$ cat src/sap_pkg.sv
// Shared types, constants and compare helpers for the sweep-and-prune core.
// Used by sap_ctrl, sap_dpath and the top level; no dependencies.
`default_nettype none
package sap_pkg;

    localparam int MAX_BOXES = 64;
    localparam int SLOT_W    = $clog2(MAX_BOXES);
    localparam int CNT_W     = SLOT_W + 1;
    localparam int MAX_PAIRS = 1024;
    localparam int PAIR_W    = $clog2(MAX_PAIRS);
    localparam int STORED_W  = PAIR_W + 1;
    localparam int RES_CAP   = 64;
    localparam int COORD_W   = 32;
    localparam int ENT_W     = 16;
    localparam int KEY_W     = 7;
    localparam int KIND_W    = 3;
    localparam int LIMIT_W   = 7;

    typedef enum logic [KIND_W-1:0] {
        K_INSERT = 3'd0,
        K_UPDATE = 3'd1,
        K_REMOVE = 3'd2,
        K_STEP   = 3'd3,
        K_READ   = 3'd4,
        K_QUERY  = 3'd5
    } t_kind;

    typedef enum logic [4:0] {
        OP_NONE,
        OP_CAP,
        OP_INS_STACK,
        OP_INS_FRESH,
        OP_INS_FULL,
        OP_UPDATE,
        OP_REMOVE,
        OP_RD_PAIR,
        OP_RD_BAD,
        OP_EMIT,
        OP_RK_START,
        OP_RK_SKIP,
        OP_RK_LOAD,
        OP_RK_STEP,
        OP_RK_WRITE,
        OP_PR_START,
        OP_PR_B,
        OP_PR_STEP,
        OP_PR_NEXT,
        OP_Q_START,
        OP_Q_NEXT,
        OP_Q_TAKE,
        OP_Q_SWAP,
        OP_Q_END
    } t_op;

    typedef struct packed {
        t_kind kind;
        logic  free_nonempty;
        logic  slots_avail;
        logic  key_ok;
        logic  idx_ok;
        logic  s_end;
        logic  s_alive;
        logic  rk_done;
        logic  pr_end;
        logic  pr_done;
        logic  q_stop;
        logic  q_hit;
        logic  pend;
        logic  out_free;
    } t_status;

    typedef struct packed {
        logic [COORD_W-1:0] lx;
        logic [COORD_W-1:0] ly;
        logic [COORD_W-1:0] lz;
        logic [COORD_W-1:0] ux;
        logic [COORD_W-1:0] uy;
        logic [COORD_W-1:0] uz;
    } t_box;

    function automatic logic s_lt(input logic [COORD_W-1:0] a, input logic [COORD_W-1:0] b);
        return $signed(a) < $signed(b);
    endfunction

    // inclusive interval overlap
    function automatic logic ov1(input logic [COORD_W-1:0] amin, input logic [COORD_W-1:0] amax,
                                 input logic [COORD_W-1:0] bmin, input logic [COORD_W-1:0] bmax);
        return !s_lt(amax, bmin) && !s_lt(bmax, amin);
    endfunction

endpackage
`default_nettype wire

$ cat src/sap_ctrl.sv
// Controller state machine: sequences table ops, the step (rank, then sweep)
// and the query scan. Depends on sap_pkg; drives sap_dpath by op codes.
`default_nettype none
module sap_ctrl
    import sap_pkg::*;
(
    input  wire     i_clk,
    input  wire     i_rst_n,
    input  wire     i_in_valid,
    output logic    o_in_ready,
    input  t_status i_st,
    output t_op     o_op
);

    typedef enum logic [11:0] {
        S_IDLE     = 12'b0000_0000_0001,
        S_DECODE   = 12'b0000_0000_0010,
        S_RD_WAIT  = 12'b0000_0000_0100,
        S_EMIT     = 12'b0000_0000_1000,
        S_RK_OUTER = 12'b0000_0001_0000,
        S_RK_SCAN  = 12'b0000_0010_0000,
        S_PR_OUTER = 12'b0000_0100_0000,
        S_PR_B1    = 12'b0000_1000_0000,
        S_PR_SCAN  = 12'b0001_0000_0000,
        S_Q_CHECK  = 12'b0010_0000_0000,
        S_Q_EVAL   = 12'b0100_0000_0000,
        S_Q_END    = 12'b1000_0000_0000
    } t_state;

    t_state r_state, n_state;

    always_ff @(posedge i_clk) begin
        if (!i_rst_n) begin
            r_state <= S_IDLE;
        end else begin
            r_state <= n_state;
        end
    end

    assign o_in_ready = (r_state == S_IDLE);

    always_comb begin
        n_state = r_state;
        o_op    = OP_NONE;
        unique case (r_state)
            S_IDLE: begin
                if (i_in_valid) begin
                    o_op    = OP_CAP;
                    n_state = S_DECODE;
                end
            end
            S_DECODE: begin
                unique case (i_st.kind)
                    K_INSERT: begin
                        if (i_st.free_nonempty)    o_op = OP_INS_STACK;
                        else if (i_st.slots_avail) o_op = OP_INS_FRESH;
                        else                       o_op = OP_INS_FULL;
                        n_state = S_EMIT;
                    end
                    K_UPDATE: begin
                        if (i_st.key_ok) o_op = OP_UPDATE;
                        n_state = S_IDLE;
                    end
                    K_REMOVE: begin
                        if (i_st.key_ok) o_op = OP_REMOVE;
                        n_state = S_IDLE;
                    end
                    K_STEP: begin
                        o_op    = OP_RK_START;
                        n_state = S_RK_OUTER;
                    end
                    K_READ: begin
                        if (i_st.idx_ok) begin
                            o_op    = OP_RD_PAIR;
                            n_state = S_RD_WAIT;
                        end else begin
                            o_op    = OP_RD_BAD;
                            n_state = S_EMIT;
                        end
                    end
                    K_QUERY: begin
                        o_op    = OP_Q_START;
                        n_state = S_Q_CHECK;
                    end
                    default: n_state = S_IDLE;
                endcase
            end
            S_RD_WAIT: n_state = S_EMIT;
            S_EMIT: begin
                if (i_st.out_free) begin
                    o_op    = OP_EMIT;
                    n_state = S_IDLE;
                end
            end
            S_RK_OUTER: begin
                if (i_st.s_end) begin
                    o_op    = OP_PR_START;
                    n_state = S_PR_OUTER;
                end else if (!i_st.s_alive) begin
                    o_op = OP_RK_SKIP;
                end else begin
                    o_op    = OP_RK_LOAD;
                    n_state = S_RK_SCAN;
                end
            end
            S_RK_SCAN: begin
                if (i_st.rk_done) begin
                    o_op    = OP_RK_WRITE;
                    n_state = S_RK_OUTER;
                end else begin
                    o_op = OP_RK_STEP;
                end
            end
            S_PR_OUTER: begin
                if (i_st.pr_end) n_state = S_EMIT;
                else             n_state = S_PR_B1;
            end
            S_PR_B1: begin
                o_op    = OP_PR_B;
                n_state = S_PR_SCAN;
            end
            S_PR_SCAN: begin
                if (i_st.pr_done) begin
                    o_op    = OP_PR_NEXT;
                    n_state = S_PR_OUTER;
                end else begin
                    o_op = OP_PR_STEP;
                end
            end
            S_Q_CHECK: begin
                if (i_st.q_stop)        n_state = S_Q_END;
                else if (!i_st.s_alive) o_op = OP_Q_NEXT;
                else                    n_state = S_Q_EVAL;
            end
            S_Q_EVAL: begin
                if (!i_st.q_hit) begin
                    o_op    = OP_Q_NEXT;
                    n_state = S_Q_CHECK;
                end else if (!i_st.pend) begin
                    o_op    = OP_Q_TAKE;
                    n_state = S_Q_CHECK;
                end else if (i_st.out_free) begin
                    o_op    = OP_Q_SWAP;
                    n_state = S_Q_CHECK;
                end
            end
            S_Q_END: begin
                if (i_st.out_free) begin
                    o_op    = OP_Q_END;
                    n_state = S_IDLE;
                end
            end
            default: n_state = S_IDLE;
        endcase
    end

endmodule
`default_nettype wire

$ cat config.mk
export PLATFORM = sky130hd
export DESIGN_NAME = sap_ctrl
export DESIGN_NICKNAME = d
export VERILOG_FILES = /design/src/sap_pkg.sv /design/src/sap_ctrl.sv
export SDC_FILE = /design/constraint.sdc
export NUM_CORES = 1
export LEC_CHECK = 0
export BUFFER_PORTS_ARGS = -buffer_cell sky130_fd_sc_hd__buf_4
export CAP_MARGIN = 20
export CORE_MARGIN = 5
export CORE_UTILIZATION = 25
export DETAILED_ROUTE_END_ITERATION = 8
export PLACE_DENSITY = 0.46
export SYNTH_ARGS = -nofsm -noshare
export SYNTH_HDL_FRONTEND = slang
export SYNTH_SLANG_ARGS = --single-unit
$ cat constraint.sdc
create_clock -name i_clk -period 3.5 [get_ports i_clk]
set_input_delay 0.525 -clock i_clk [delete_from_list [all_inputs] [get_ports i_clk]]
set_output_delay 0.525 -clock i_clk [all_outputs]
set_load 0.005 [all_outputs]
# Yosys cells after proc, flatten, opt, wreduce, memory -nomap -nowiden
# Cells that the tools add are included.
# op_classes
add_sub_neg,0
mul,0
div,0
n_lt_le_gt_ge,0
eq_ne,24
shift,0
n_mux,34
bitwise,0
n_reduce_logical,3
# op_table
cell,count
$mux W12,11
$pmux W12 S11,1
$pmux W5 S10,1
$pmux W10 S4,1
$mux W5,6
$pmux W5 S6,1
$mux W3,6
$eq A12 B1 Y1 const B,1
$eq A12 B10 Y1 const B,1
$eq A12 B11 Y1 const B,1
$eq A12 B12 Y1 const B,1
$eq A12 B2 Y1 const B,1
$eq A12 B3 Y1 const B,1
$eq A12 B4 Y1 const B,1
$eq A12 B5 Y1 const B,1
$eq A12 B6 Y1 const B,1
$eq A12 B7 Y1 const B,1
$eq A12 B8 Y1 const B,1
$eq A12 B9 Y1 const B,1
$mux W4,3
$mux W8,1
$reduce_and A7 Y1,1
$eq A3 B2 Y1 const B,2
$eq A3 B3 Y1 const B,2
9 further kinds,13
# totals
register_bits,12
latchBits,0
ramBits,0
mem_bits_ro,0
inputBits,19
out_inout_bits,6
elab_cells,62
mem_count,0

# Logic depth before layout (Yosys ltp)
# Gate-level depths: netlist of the first run.
# depth
depth_word,4
ltp_mapped,8
depth_no_buf,5

# Worst setup path before layout of the first run
# No wires, ideal clock.
# synth_path
path_kind,flip-flop to output port
startpoint,register r_state[7]
endpoint,output o_op[0]
arrival_time_ns,2.291
required_time_ns,2.975
setup_slack_ns,0.684
stages_incl_launch_ff,9
n_path_buf,3
path_cell_list,dfxtp_1 buf_6 or4_1 buf_2 or4_4 or2_1 buf_6 a2111o_1 nand4_1
# synth_between
elab_chain_cells,2
elab_cells_between_ends,11
cone_classes,10 x eq/ne; 1 x mux
# synth_rtl
item,line,source
start: declaration,sap_ctrl.sv:30,"t_state r_state, n_state;"
start signal: assignment,sap_ctrl.sv:36,r_state <= n_state;
"$eq A12 B12 Y1, or another cell as far along",sap_ctrl.sv:45,unique case (r_state)
$pmux W5 S10 (*),sap_ctrl.sv:45,
end: declaration,sap_ctrl.sv:12,output t_op o_op
# Mark *: on every way between the ends. The rest lies on a longest branch, timed or not.

# Worst setup path in the final report of the first run
# layout_path
startpoint,register r_state[4]
endpoint,output o_op[0]
# The elaborated chain is that of the path after synthesis.

==> impl_metrics.toml, run 1 <==
[synth]
post_synth_instance_area_mm2 = 0.00127
post_synth_xor_area_fraction_pct = 4.12
yosys-top-cells-area = "dfxtp_1 (19%), nor2_1 (6.5%), nor4_1 (4.9%)"
synth.yosys.seq_area_share_pct = 18.8
dominantRegCellSynth = "dfxtp_1"
yosys_warnings = 0
area_fraction_in_compound_gates_after_synthesis_pct = 24.0
synthArstFlopShare_pct = 0
synth_edf_count = 0
synthesized_area_divided_by_synthesized_cell_count_um2 = 7.16
synth_top_area_cell = "dfxtp_1"
dominant_combinational_cell_family_by_area_after_synthesis = "simple AND/OR/NAND/NOR gates"
synth.distinct_cells = 51
yosys_register_bits = 12
yosys-mux-area-fraction_pct = 0.785
syn_nets = 197
synthDominantCellAreaShare_pct = 18.8
postSynthCellCount = 178
simple_gate_area_share_of_the_yosys_netlist_pct = 44.1
yosys.area_share.adder_pct = 0

[global_routing]
grt_antenna_before_repair = 0
global_route.overflow_total = 0
grt_max_degree = 13
gr-usage-all-layers_pct = 12.7
first_global_vias = 1300
grt_first_pass_wirelength_um = 6560

[floorplan]
coreArea_mm2 = 0.00504
dieWidth_um = 81.4
design.die.area_mm2 = 0.00663
die_h_um = 81.4
initial_core_util_pct = 25.3
placement_rows = 26
design.portCount = 25

[power]
comb_power_share_pct = 33.3
power_leakage_uw = 0.000578
power.sequential.fraction_pct = 32.5
total_switching_power_uw = 152
power.clock.fraction_pct = 34.2
powerDensity_mw_per_mm2 = 299
netSwitchingFraction_pct = 32.8
power_report.internal_total_uw = 312
max-vdd-ir-drop_mv = 0.0967

[clocking]
tritoncts = "built"
cts_buffer_depth = 2
clock_tree.root_cell = "clkbuf_8"
cts.hold.buffers_added = 0
tritoncts_num_sinks = 12
number_of_h_tree_branching_levels = 1
clkLatencyLatePin_ns = 0.24
clk_pin_slew_ns = 0.06
total_clock_buffers_created_by_cts = 3
cts_repair_resize_count = 0
cts_setup_buffers = 0

[setup_path]
criticalPathCategory = "reg -> out"
path_max_fanout = 11
required_arrival_time_at_the_worst_endpoint_ns = 2.97
endpoint_kind = "primary output"
worst-endpoint-arrival_ns = 2.76
startpoint_type = "flop"

[final_layout]
layout-drive-gt1-share_pct = 22.1
reg_top3 = "r_state x12"
largest_reg_flops = 12
regMostFlops = "r_state"
layout.core_utilization_pct = 30.7
finalInstanceArea_mm2 = 0.00155
post_layout_nonfiller_instances = 265
fillCellCount = 577
nets = 215
area_growth_pct = 21.6
num_antenna_cells = 0

[route]
routed_via_density = 5.30
drt_drc_violations_left = 0
detail_route.first_pass.iterations = 4
drtIter0Drc = 116
route.detailed.wl_per_inst_um = 15.4
route.vias.total = 1404
routed_wirelength_um = 4090
ant_nets = 0

[run_status]
run_status = "finished, final reports clean"

[sta]
clock_skew_ns = 0.00353
fin_hold_ws_ns = 0.468
worstMarginPinSlew_ns = 0.499
layout_min_cycle_time_ns = 3.29
finalHoldViolations = 0
final_min_period_over_clock_period_pct = 93.9
grt_setup_unrepaired = "false"
finalSetupViolations = 0
maxClockFrequency_ghz = 0.304
timing.slew.headroom_pct = 66.3
drv_slew = 0
setup_tns_ns = 0

[place]
place.gp.congestion = 0.845
dp.cells = 261
hpwl_um = 3210
placement.io_buffers = 24
placed_cell_area_mm2 = 0.00150

[run]
maxCapViolations = 0

[hold_path]
hold_path.class = "in -> reg"
==> layer usage <==
metal | global-route usage, % | routed length (um)
met1 | 18.9 | 2100
met2 | 18.4 | 1760
met3 | 1.97 | 180
met4 | 3.89 | 46
met5 | 0 | 0
==> Yosys cell counts (3+ instances only) <==
cell / instances
a21oi_1: 11
nand2_1: 8
o21ai_0: 8
nand4_1: 5
nor2b_1: 3
nand3b_1: 3
clkbuf_1: 8
dfxtp_1: 12
nand2b_1: 4
nor4b_1: 5
nand3_1: 8
inv_1: 5
or4_1: 6
nor2_1: 22
and3_1: 4
nor3_1: 7
nor4_1: 10
xor2_1: 4
buf_2: 5
or4b_2: 3
==> worst paths after layout <==
| path | from | slack [ns] | endpoint | cells past startpoint |
|---|---|---|---|---|
| worst min-delay path | i_st[5] | 0.47 | r_state[7] | 2 |
| worst min register to register | r_state[7] | 0.59 | r_state[8] | 2 |
| worst max-delay path | r_state[4] | 0.21 | o_op[0] | 6 |
| worst max register to register | r_state[4] | 0.81 | r_state[0] | 5 |
==> stage by stage <==
| stage | power (uW) | setup slack [ns] |
|---|---|---|
| floorplan | 240 | 0.684 |
| global placement | 312 | 0.552 |
| detailed placement | 307 | 0.508 |
| CTS | 465 | 0.230 |
| global route | 487 | 0.0901 |
| finish | 464 | 0.214 |
==> cells by family (layout without fill, tap and decap cells) <==
group                     after synthesis  in the layout
AOI/OAI and AO/OA                      41             41
muxes                                   1              1
DFF                                    12             12
and+or+nand+nor                        97             97
buffers and inverters                  21             38
xor gates and xnor gates                6              6
==> cells in the final DEF, fill, tap and decap left out, types with 3 or more instances in the layout <==
master	instances
a21oi_1	11
and3_1	4
buf_4	29
clkbuf_8	4
dfxtp_1	12
inv_1	5
nand2_1	8
nand2b_1	4
nand3_1	8
nand3b_1	3
nand4_1	5
nor2_1	22
nor2b_1	3
nor3_1	7
nor4_1	10
nor4b_1	5
o21ai_0	8
or4_1	6
or4b_2	3
xor2_1	4
==> cell type report <==
cell class	instances	area, um^2	area share [%]
Clock buffer	4	55.1	3.55
Inverter	5	18.8	1.21
Multi-Input combinational cell	145	931	60.0
Sequential cell	12	240	15.5
Tap cell	70	87.6	5.65
Timing Repair Buffer	29	218	14.0
==> power by group through the flow <==
stage	registers (uW)	clock network (uW)	logic [uW]
floorplan	147	0	92.4
global placement	155	0	157
detailed placement	154	0	153
CTS	151	161	154
global route	152	163	172
finish	151	158	154
==> worst max-delay path, stage by stage (launching register included) <==
cell	delay (ns)
dfxtp_1	0.41
or4_1	0.68
or4_4	0.56
or2_1	0.34
a2111o_1	0.31
nand4_1	0.09
buf_4	0.11
No activity file was read; power rests on OpenSTA's default activity.
==> run 2: changes to the inputs <==
- CORE_ASPECT_RATIO: unset -> 1.25
- GPL_ROUTABILITY_DRIVEN: unset -> 0
==> run 2 against run 1 <==
Net effect: routed wire length rose by 7.9%; fmax rose by 0.19%; die area rose by 0.13%; global-route usage rose by 0.99 points; sequential power rose by 5%; clock skew rose by 0.0015 ns; hold slack got worse by 0.012 ns; combinational power fell by 6%; worst setup slack improved by 0.0061 ns; via count rose by 2.7%.
==> impl_metrics.toml, run 2 (synthesis gave the netlist of run 1 again) <==
[run_status]
run_status = "finished, final reports clean"

[final_layout]
mostFrequentLayoutCells = "buf_4 (27), nor2_1 (22), dfxtp_1 (12)"
finalInstanceArea_mm2 = 0.00153
final_common_cell = "buf_4"
nets = 213
layout-drive-gt1-share_pct = 21.2
largest_reg_flops = 12
num_antenna_cells = 0
regMostFlops = "r_state"
reg_top3 = "r_state x12"
area_growth_pct = 19.6

[setup_path]
cp.buffers_inverters = 1
startpoint_type = "flop"
max_stage_delay_on_crit_path_ns = 0.66
reg2reg_to = "r_state[10]"
critical_path.slowest_cell = "or4_1"
timing.critical_path.cells = "or4_1 > or4_4 > or2_1 > a2111o_1 > nand4_1 > buf_4"
criticalPathCategory = "reg -> out"
required_arrival_time_at_the_worst_endpoint_ns = 2.97
cp_num_cells = 6
path_max_fanout = 11
critPathLaunch = "r_state[4]"
critical_path_capture_point = "o_op[0]"
critPathTopFamily = "simple AND/OR/NAND/NOR gates"
worst_r2r_startpoint = "r_state[4]"
endpoint_kind = "primary output"
reg2regPathDepth = 5
worst-endpoint-arrival_ns = 2.75
r2r_slack_ns = 0.86

[hold_path]
hold_path.class = "in -> reg"
hp-start = "i_st[5]"

[floorplan]
design.die.area_mm2 = 0.00664
placement_rows = 29
design.portCount = 25
die_h_um = 89.8
initial_core_util_pct = 25.5
coreArea_mm2 = 0.00501
dieWidth_um = 73.9

[route]
routed_wirelength_um = 4410
detail_route.first_pass.iterations = 4
drt_drc_violations_left = 0
routed_via_density = 5.65
route.vias.total = 1442
ant_nets = 0
route.detailed.wl_per_inst_um = 17.3
drtIter0Drc = 116

[global_routing]
busiest_layer = "met2"
gr-usage-all-layers_pct = 13.7
grt.met1_usage_pct = 16.4
grt_antenna_before_repair = 0
met3_usage_pct = 2.46
global_route.overflow_total = 0
globalRouteMet2Util_pct = 22.8
grt_max_degree = 13
first_global_vias = 1403
grt_first_pass_wirelength_um = 7010

[sta]
grt_setup_unrepaired = "false"
layout_min_cycle_time_ns = 3.28
clock_skew_ns = 0.00498
setup_tns_ns = 0
worstMarginPinSlew_ns = 0.786
finalSetupViolations = 0
drv_slew = 0
final_min_period_over_clock_period_pct = 93.7
timing.slew.headroom_pct = 47.1
finalHoldViolations = 0
maxClockFrequency_ghz = 0.305

[place]
placed_cell_area_mm2 = 0.00147
hpwl_um = 3540
placement.io_buffers = 24

[clocking]
clkLatencyLatePin_ns = 0.25
tritoncts = "built"
cts_buffer_depth = 2
cts_repair_resize_count = 0
clock_tree.root_cell = "clkbuf_8"
cts.hold.buffers_added = 0
total_clock_buffers_created_by_cts = 3
tritoncts_num_sinks = 12
number_of_h_tree_branching_levels = 1
clk_pin_slew_ns = 0.05
cts_setup_buffers = 0

[power]
powerDensity_mw_per_mm2 = 301
max-vdd-ir-drop_mv = 0.134
power_leakage_uw = 0.000569

[run]
maxCapViolations = 0
## run 2: worst min-delay path by stage
stage                  end  slack (ns)  cells past startpoint
2_1_floorplan   r_state[8]        0.57                      3
3_3_place_gp   r_state[10]        0.59                      2
3_5_place_dp   r_state[10]        0.60                      2
4_1_cts         r_state[7]        0.46                      2
5_1_grt         r_state[7]        0.46                      2
6_report        r_state[7]        0.46                      2
## run 2: routing by layer
| metal | routed length, um | vias up | share of wire (%) |
|---|---|---|---|
| met5 | 0 | - | 0 |
| met4 | 138 | 0 | 3.1 |
| met3 | 288 | 10 | 6.5 |
| met2 | 2190 | 50 | 50 |
| met1 | 1790 | 664 | 41 |
| li1 | - | 718 | - |
## run 2: area by class of cell
class,instances,area [um^2]
fill,590,3480
multi-input combinational,145,931
sequential,12,240
timing repair buffer,27,203
tap,62,77.6
clock buffer,4,55.1
inverter,5,18.8
## run 2: through the flow
stage	worst slack, ns	instances	total power (uW)	utilization [%]	hold WS, ns
floorplan	0.684	178	240	-	0.570
global placement	0.532	251	310	29.4	0.591
detailed placement	0.513	251	307	29.4	0.599
CTS	0.230	255	462	30.5	0.458
global route	0.0945	255	487	30.5	0.460
finish	0.221	255	459	30.5	0.456
## run 2: power by group
part / switching [uW] / leakage, uW / internal [uW]
logic: 78.2 / 0.000443 / 67.1
clock network: 55.7 / 0.0000288 / 99.6
registers: 16.1 / 0.0000972 / 142
